`src/hdl/vicm_pkg.sv`:
```
// Shared types, codes and helper functions for the vector integer compare-to-mask block.
package vicm_pkg;

  // Lane and element geometry
  localparam int MaxLanesDefault = 4;
  localparam int DwordW          = 32;
  localparam int DwordsPerLane   = 4;
  localparam int QwordsPerLane   = 2;
  localparam int MaskW           = 16;
  localparam int KindW           = 2;
  localparam int PredW           = 3;
  localparam int TdataW          = 280;

  // Element kinds
  localparam logic [KindW-1:0] KIND_SDWORD = 2'd0;
  localparam logic [KindW-1:0] KIND_UDWORD = 2'd1;
  localparam logic [KindW-1:0] KIND_SQWORD = 2'd2;
  localparam logic [KindW-1:0] KIND_UQWORD = 2'd3;

  // Compare predicates
  localparam logic [PredW-1:0] PRED_EQ    = 3'd0;
  localparam logic [PredW-1:0] PRED_LT    = 3'd1;
  localparam logic [PredW-1:0] PRED_LE    = 3'd2;
  localparam logic [PredW-1:0] PRED_FALSE = 3'd3;
  localparam logic [PredW-1:0] PRED_NE    = 3'd4;
  localparam logic [PredW-1:0] PRED_GE    = 3'd5;
  localparam logic [PredW-1:0] PRED_GT    = 3'd6;
  localparam logic [PredW-1:0] PRED_TRUE  = 3'd7;

  // Result of one 32-bit compare slice, or of a merged qword compare
  typedef struct packed {
    logic eq;
    logic lt;
  } cmp_t;

  // True for a dword element kind
  function automatic logic is_dword(input logic [KindW-1:0] kind);
    return (kind == KIND_SDWORD) || (kind == KIND_UDWORD);
  endfunction

  // Evaluate a predicate from equal / less-than flags
  function automatic logic pred_holds(input logic [PredW-1:0] pred, input cmp_t c);
    logic r;
    unique case (pred)
      PRED_EQ:    r = c.eq;
      PRED_LT:    r = c.lt;
      PRED_LE:    r = c.lt | c.eq;
      PRED_FALSE: r = 1'b0;
      PRED_NE:    r = ~c.eq;
      PRED_GE:    r = ~c.lt;
      PRED_GT:    r = ~(c.lt | c.eq);
      PRED_TRUE:  r = 1'b1;
      default:    r = 1'b0;
    endcase
    return r;
  endfunction

endpackage

```
`src/hdl/vector_int_compare_to_mask_core.sv`:
```
// Top level of the vector integer compare-to-mask block.
//
//  channel  dir  handshake          payload
//  s        in   s_tvalid/s_tready  s_tdata, s_tuser (kind), s_tlast (last lane)
//  m        out  m_tvalid/m_tready  m_tdata (result mask)
//
// One 128-bit lane is taken per cycle while s_tready is high; the four 32-bit compare slices and the
// merge stage finish it in that cycle, so the rate is one transaction per clock when not stalled.
// A result appears in the cycle after the last-lane transaction, from an output register.
// s_tready drops only while that register is full and m_tready is low.
// rst is synchronous; it clears the accumulator, lane counter and output valid.
module vector_int_compare_to_mask_core
  import vicm_pkg::*;
#(
  parameter int MAX_LANES = MaxLanesDefault
) (
  input  logic              clk,
  input  logic              rst,
  input  logic              s_tvalid,
  output logic              s_tready,
  // a_low[63:0], a_high[127:64], b_low[191:128], b_high[255:192],
  // predicate[258:256], mask_enable[259], write_mask[275:260], zeros[279:276]
  input  logic [TdataW-1:0] s_tdata,
  // element kind[1:0]
  input  logic [KindW-1:0]  s_tuser,
  input  logic              s_tlast,
  output logic              m_tvalid,
  input  logic              m_tready,
  // result_mask[15:0]
  output logic [MaskW-1:0]  m_tdata
);

  logic [DwordW-1:0] a_dw [DwordsPerLane];
  logic [DwordW-1:0] b_dw [DwordsPerLane];
  logic              sign_dw;
  logic              sign_qw;
  cmp_t              slice [DwordsPerLane];
  logic              accept;

  // Unpack dword elements
  always_comb begin
    for (int e = 0; e < DwordsPerLane; e++) begin
      a_dw[e] = s_tdata[e*DwordW +: DwordW];
      b_dw[e] = s_tdata[128 + e*DwordW +: DwordW];
    end
  end

  assign sign_dw = (s_tuser == KIND_SDWORD);
  assign sign_qw = (s_tuser == KIND_SQWORD);
  assign accept  = s_tvalid & s_tready;

  // Parallel compare slices; for qwords only the high slice carries the sign
  for (genvar g = 0; g < DwordsPerLane; g++) begin : g_slice
    vicm_lane u_lane (
      .a    (a_dw[g]),
      .b    (b_dw[g]),
      .flip (sign_dw | (sign_qw & (g % 2 == 1))),
      .cmp  (slice[g])
    );
  end

  vicm_merge #(
    .MAX_LANES (MAX_LANES)
  ) u_merge (
    .clk         (clk),
    .rst         (rst),
    .slice       (slice),
    .kind        (s_tuser),
    .pred        (s_tdata[258:256]),
    .mask_enable (s_tdata[259]),
    .write_mask  (s_tdata[275:260]),
    .last_lane   (s_tlast),
    .accept      (accept),
    .ready       (s_tready),
    .out_valid   (m_tvalid),
    .out_ready   (m_tready),
    .result      (m_tdata)
  );

endmodule

```
`src/hdl/vicm_lane.sv`:
```
// One 32-bit compare slice: equality and ordering with optional sign-bit flip.
module vicm_lane
  import vicm_pkg::*;
(
  input  logic [DwordW-1:0] a,
  input  logic [DwordW-1:0] b,
  input  logic              flip,
  output cmp_t              cmp
);

  logic [DwordW-1:0] x;
  logic [DwordW-1:0] y;

  // Flipping the top bit maps signed order onto unsigned order
  assign x = {a[DwordW-1] ^ flip, a[DwordW-2:0]};
  assign y = {b[DwordW-1] ^ flip, b[DwordW-2:0]};

  assign cmp.eq = (x == y);
  assign cmp.lt = (x < y);

endmodule

```
`src/hdl/vicm_merge.sv`:
```
// Merge stage: combines slice results into element bits, gathers the mask, holds the result.
module vicm_merge
  import vicm_pkg::*;
#(
  parameter int MAX_LANES = MaxLanesDefault
) (
  input  logic                 clk,
  input  logic                 rst,
  input  cmp_t                 slice [DwordsPerLane],
  input  logic [KindW-1:0]     kind,
  input  logic [PredW-1:0]     pred,
  input  logic                 mask_enable,
  input  logic [MaskW-1:0]     write_mask,
  input  logic                 last_lane,
  input  logic                 accept,
  output logic                 ready,
  output logic                 out_valid,
  input  logic                 out_ready,
  output logic [MaskW-1:0]     result
);

  localparam int CntW = $clog2(MAX_LANES + 1);

  logic [MaskW-1:0] acc;
  logic [MaskW-1:0] acc_next;
  logic [CntW-1:0]  cnt;
  logic [1:0]       idx;
  logic [3:0]       bits;
  logic [MaskW-1:0] placed;
  logic [MaskW-1:0] wm_sel;
  cmp_t             qcmp [QwordsPerLane];
  logic             room;

  // Qword compare from its high and low dword slices
  always_comb begin
    for (int q = 0; q < QwordsPerLane; q++) begin
      qcmp[q].eq = slice[2*q+1].eq & slice[2*q].eq;
      qcmp[q].lt = slice[2*q+1].lt | (slice[2*q+1].eq & slice[2*q].lt);
    end
  end

  // Per-element predicate bits
  always_comb begin
    bits = '0;
    if (is_dword(kind)) begin
      for (int e = 0; e < DwordsPerLane; e++) begin
        bits[e] = pred_holds(pred, slice[e]);
      end
    end else begin
      for (int e = 0; e < QwordsPerLane; e++) begin
        bits[e] = pred_holds(pred, qcmp[e]);
      end
    end
  end

  // Place the lane's bits at 4n or 2n
  assign room = (cnt < CntW'(MAX_LANES));
  assign idx  = 2'(cnt);
  always_comb begin
    if (is_dword(kind)) begin
      placed = {12'b0, bits} << {idx, 2'b00};
    end else begin
      placed = {14'b0, bits[1:0]} << {idx, 1'b0};
    end
    acc_next = room ? (acc | placed) : acc;
    wm_sel   = is_dword(kind) ? write_mask : {8'b0, write_mask[7:0]};
  end

  // Input side stalls only while a finished result waits and is not taken
  assign ready = ~out_valid | out_ready;

  // Accumulator and lane counter
  always_ff @(posedge clk) begin
    if (rst) begin
      acc <= '0;
      cnt <= '0;
    end else if (accept) begin
      if (last_lane) begin
        acc <= '0;
        cnt <= '0;
      end else begin
        acc <= acc_next;
        if (room) begin
          cnt <= cnt + 1'b1;
        end
      end
    end
  end

  // Output register
  always_ff @(posedge clk) begin
    if (rst) begin
      out_valid <= 1'b0;
    end else if (accept && last_lane) begin
      out_valid <= 1'b1;
    end else if (out_ready) begin
      out_valid <= 1'b0;
    end
  end

  always_ff @(posedge clk) begin
    if (accept && last_lane) begin
      result <= mask_enable ? (acc_next & wm_sel) : acc_next;
    end
  end

  // Checks
  a_cnt_bound: assert property (@(posedge clk) disable iff (rst)
    cnt <= CntW'(MAX_LANES))
    else $error("lane counter beyond lane limit");

  a_last_clears: assert property (@(posedge clk) disable iff (rst)
    accept && last_lane |=> cnt == '0 && acc == '0)
    else $error("state not cleared after last lane");

  a_last_emits: assert property (@(posedge clk) disable iff (rst)
    accept && last_lane |=> out_valid)
    else $error("no result after last lane");

  a_no_accept_when_full: assert property (@(posedge clk) disable iff (rst)
    out_valid && !out_ready |-> !ready)
    else $error("ready while result is stalled");

endmodule
```
`config.mk`:
```
export PLATFORM = sky130hd
export DESIGN_NAME = vector_int_compare_to_mask_core
export DESIGN_NICKNAME = d
export VERILOG_FILES = /design/src/hdl/vicm_pkg.sv /design/src/hdl/vector_int_compare_to_mask_core.sv /design/src/hdl/vicm_lane.sv /design/src/hdl/vicm_merge.sv
export SDC_FILE = /design/constraint.sdc
export NUM_CORES = 1
export LEC_CHECK = 0
export ABC_CLOCK_PERIOD_IN_PS = 6920
export BUFFER_PORTS_ARGS = -buffer_cell sky130_fd_sc_hd__buf_4
export CAP_MARGIN = 30
export CELL_PAD_IN_SITES_DETAIL_PLACEMENT = 0
export CELL_PAD_IN_SITES_GLOBAL_PLACEMENT = 2
export CORE_MARGIN = 4
export CORE_UTILIZATION = 26
export CTS_CLUSTER_DIAMETER = 120
export DETAILED_ROUTE_END_ITERATION = 12
export GPL_ROUTABILITY_DRIVEN = 0
export HOLD_SLACK_MARGIN = 0.05
export PLACE_DENSITY_LB_ADDON = 0.25
export SETUP_SLACK_MARGIN = 0.15
export SLEW_MARGIN = 5
export SYNTH_ARGS = -nofsm -noshare
export SYNTH_HDL_FRONTEND = slang
export SYNTH_SLANG_ARGS = --single-unit
export TNS_END_PERCENT = 30
```
`constraint.sdc`:
```
create_clock -name clk -period 6.92 [get_ports clk]
set_input_delay 0.346 -clock clk [delete_from_list [all_inputs] [get_ports clk]]
set_output_delay 0.346 -clock clk [all_outputs]
set_load 0.02 [all_outputs]
```
==> summary.json <==
{
  "grt_pass1_wl_mm": 30.29,
  "antenna_left": 0,
  "layout_commonest_cell": "buf_4",
  "finalCritPeriodShare_pct": 44.09,
  "multi_input_area_mm2": 0.004177,
  "wl_mm": 19.35,
  "chipWidth_um": 155.3,
  "worst_hold_path.endpoint": "u_merge.cnt[1]$_SDFFE_PP0P_",
  "hold_slack_ns": 0.2754,
  "cts_hold_repair.buffers": 0,
  "timing.max_slew.rel_slack_pct": 45.62,
  "first_global_vias": 6201,
  "cts_repair_resize_count": 0,
  "p_per_area_mw_per_mm2": 101.9,
  "timing.setup.critical_path_class": "input pin to register",
  "routedWlPerCell_um": 14.82,
  "report.final.slew_viol_count": 0,
  "ys_types": 79,
  "clock_insertion_delay_worst_skew_ns": 0.28,
  "async_reset_ff_share_pct": 0,
  "cp_top_family": "compound AO/OA/AOI/OAI gates",
  "finish.net_count": 1442,
  "critPathMaxFanout": 7,
  "outcome": "finished, final reports clean",
  "rows": 53,
  "crit_path_max_incr_delay_ns": 0.59,
  "cts_buffers": 5,
  "synthToLayoutAreaGrowth_pct": 47.67,
  "finalSetupViolations": 0,
  "dieHeight_um": 155.3,
  "leakagePower_nw": 4.380,
  "tritoncts_clock_tree": "done",
  "cts_post_setup_buffers_inserted": 0,
  "antenna_cells": 0,
  "p_int_w": 0.0005724,
  "min-delay-path-class": "input pin to register",
  "syn-cell-area_mm2": 0.005638,
  "worst-endpoint-arrival_ns": 3.07,
  "first_iter_violations": 256,
  "area.sequential_um2": 880.8,
  "rsz0062_at_grt": "no",
  "post_dp_cell_area_mm2": 0.008187,
  "detailedRoute.firstPassIterationCount": 4,
  "drt-vias-per-instance": 4.745,
  "finalClockSkew_ns": 0.004231,
  "synth_edf_count": 16,
  "fp.dieArea_mm2": 0.02410,
  "ctsRootBufferMaster": "clkbuf_16",
  "yosys_warnings": 0,
  "max-clock-path-buffers": 2,
  "cts_max_level": 2,
  "final_design_area_no_fill_mm2": 0.008325,
  "crit_path_cell_trace": "buf_4 > ha_1 > nand4_1 > nor3_1 > a2111oi_0 > o22ai_1 > nor3_2 > o21ai_0 > a41oi_1 > nor2_1",
  "globalRoute.totalOverflow": 0,
  "worstReg2RegStart": "u_merge.cnt[1]$_SDFFE_PP0P_",
  "most-common-layout-cells": "buf_4, inv_1, ha_1, a21oi_1, nor2_1",
  "timing.critical_path.from_type": "input pin",
  "worst_hold_path.num_cells": 2,
  "comb_power_share_pct": 46.5,
  "cp.required_ns": 6.94,
  "cts_sinks": 36,
  "share_seq_of_total_power_pct": 28.0,
  "initial_utilization_pct": 26.65,
  "syn_nets": 1148,
  "synth_area_per_cell_um2": 7.660,
  "worst_slew_pin_slew_ns": 0.8082,
  "yosysSeqAreaShare_pct": 15.62,
  "finalCriticalPeriod_ns": 3.051,
  "hold_path_startpoint": "rst",
  "cells_on_worst_reg2reg_path": 7,
  "grt_max_degree": 20,
  "dp.final_hpwl_mm": 17.19,
  "cpMaxStageDelayCell": "a2111oi_0",
  "critPathCaptureType": "register",
  "fmaxAchievable_mhz": 327.8,
  "antenna_found_initial": 0,
  "fillerInstances": 2199,
  "final_hold_viol_count": 0,
  "switching_share_pct": 32.53,
  "num_vias": 6197,
  "yosys_register_bits": 36,
  "cp_num_buf_inv": 1,
  "setup.reg_to_reg.worst_slack_ns": 4.46,
  "p_switching_w": 0.0002760,
  "vdd_ir_drop_max_uv": 103.0,
  "port-buffer-count": 300,
  "p_clk_share_pct": 25.5,
  "path_clk_slew_ns": 0.06,
  "grt.total_usage_pct": 15.21,
  "max_cap_viol_count": 0,
  "synthCells": 736,
  "core_area_mm2": 0.02115,
  "total_power_w": 0.0008484,
  "yosys_most_used_dff": "dfxtp_1",
  "worstReg2RegEnd": "u_merge.result[6]$_DFFE_PP_",
  "drive_above_1_share_pct": 32.20,
  "remaining_drc_errors": 0,
  "timing.setup.tns_ns": 0,
  "floorplan.io_pins": 305
}
-- power groups by stage --
stage / combinational, W / clock, W / sequential (W)
after floorplan: 0.000203 / 0 / 0.000245
after global placement: 0.000399 / 0 / 0.000242
after detailed placement: 0.000399 / 0 / 0.000242
after CTS: 0.000401 / 0.000222 / 0.000238
after global routing: 0.000449 / 0.000228 / 0.000239
final: 0.000395 / 0.000216 / 0.000237
-- stage by stage --
step	setup WS (ns)	cells	utilization (%)
after floorplan	4.267	736	-
after global placement	3.515	1298	38.70
after detailed placement	3.474	1298	38.70
after CTS	3.752	1306	39.36
after global routing	3.479	1306	39.36
final	3.869	1306	39.36
-- per-layer routing --
layer  share of wire [%]  vias to the layer above  global-route usage [%]
met5                   0                        -                       0
met4                0.61                        0                   1.334
met3                 8.3                        9                   3.922
met1                  43                     2725                   18.95
li1                    -                     3253                       -
met2                  48                      210                   27.44
-- state kept, by name, summed over array words and instances, names as in the netlist --
name,count
u_merge.cnt,3
u_merge.acc,16
u_merge.result,16
u_merge.out_valid,1
-- cells by family after synthesis --
logic type	after synthesis	synth area share (%)
AO/OA/AOI/OAI	188	22.73
AND/OR/NAND/NOR	215	20.48
XOR/XNOR	8	1.243
buffers and inverters	154	10.30
flip-flops	36	15.62
multiplexers	10	1.886
adder cells (fa/ha/maj)	125	27.74
-- cell type report --
cell class / count / area share (%)
clock inverter: 3 / 0.1653
inverter: 140 / 6.312
tap: 275 / 4.133
sequential: 36 / 10.58
clock buffer: 5 / 1.503
multi-input combinational: 546 / 50.17
timing repair buffer: 301 / 27.14
-- synthesized netlist by cell type, types with 7 or more instances --
| master | instances | area share (%) |
|---|---|---|
| inv_1 | 139 | 9.3 |
| edfxtp_1 | 16 | 8.5 |
| nor2b_1 | 7 | 0.78 |
| and3_1 | 9 | 1.0 |
| clkbuf_1 | 12 | 0.80 |
| a21oi_1 | 78 | 6.9 |
| nand4_1 | 26 | 2.9 |
| mux2i_1 | 8 | 1.4 |
| dfxtp_1 | 20 | 7.1 |
| ha_1 | 125 | 28 |
| nand2_1 | 42 | 2.8 |
| o21ai_0 | 23 | 2.0 |
| nor3_1 | 16 | 1.4 |
| o211ai_1 | 10 | 1.3 |
| nor2_1 | 46 | 3.1 |
| nand3_1 | 21 | 1.9 |
-- worst max-delay path by stage --
stage / startpoint / end / slack [ns] / depth (start not counted)
after global routing: s_tdata[57] / u_merge.result[9]$_DFFE_PP_ / 3.48 / 10
after global placement: s_tdata[58] / u_merge.result[9]$_DFFE_PP_ / 3.51 / 10
after detailed placement: s_tdata[58] / u_merge.result[9]$_DFFE_PP_ / 3.47 / 10
after floorplan: s_tdata[186] / u_merge.result[2]$_DFFE_PP_ / 4.27 / 10
final: s_tdata[58] / u_merge.result[9]$_DFFE_PP_ / 3.87 / 10
after CTS: s_tdata[58] / u_merge.result[9]$_DFFE_PP_ / 3.75 / 10
(Power assumes the default switching activity.)
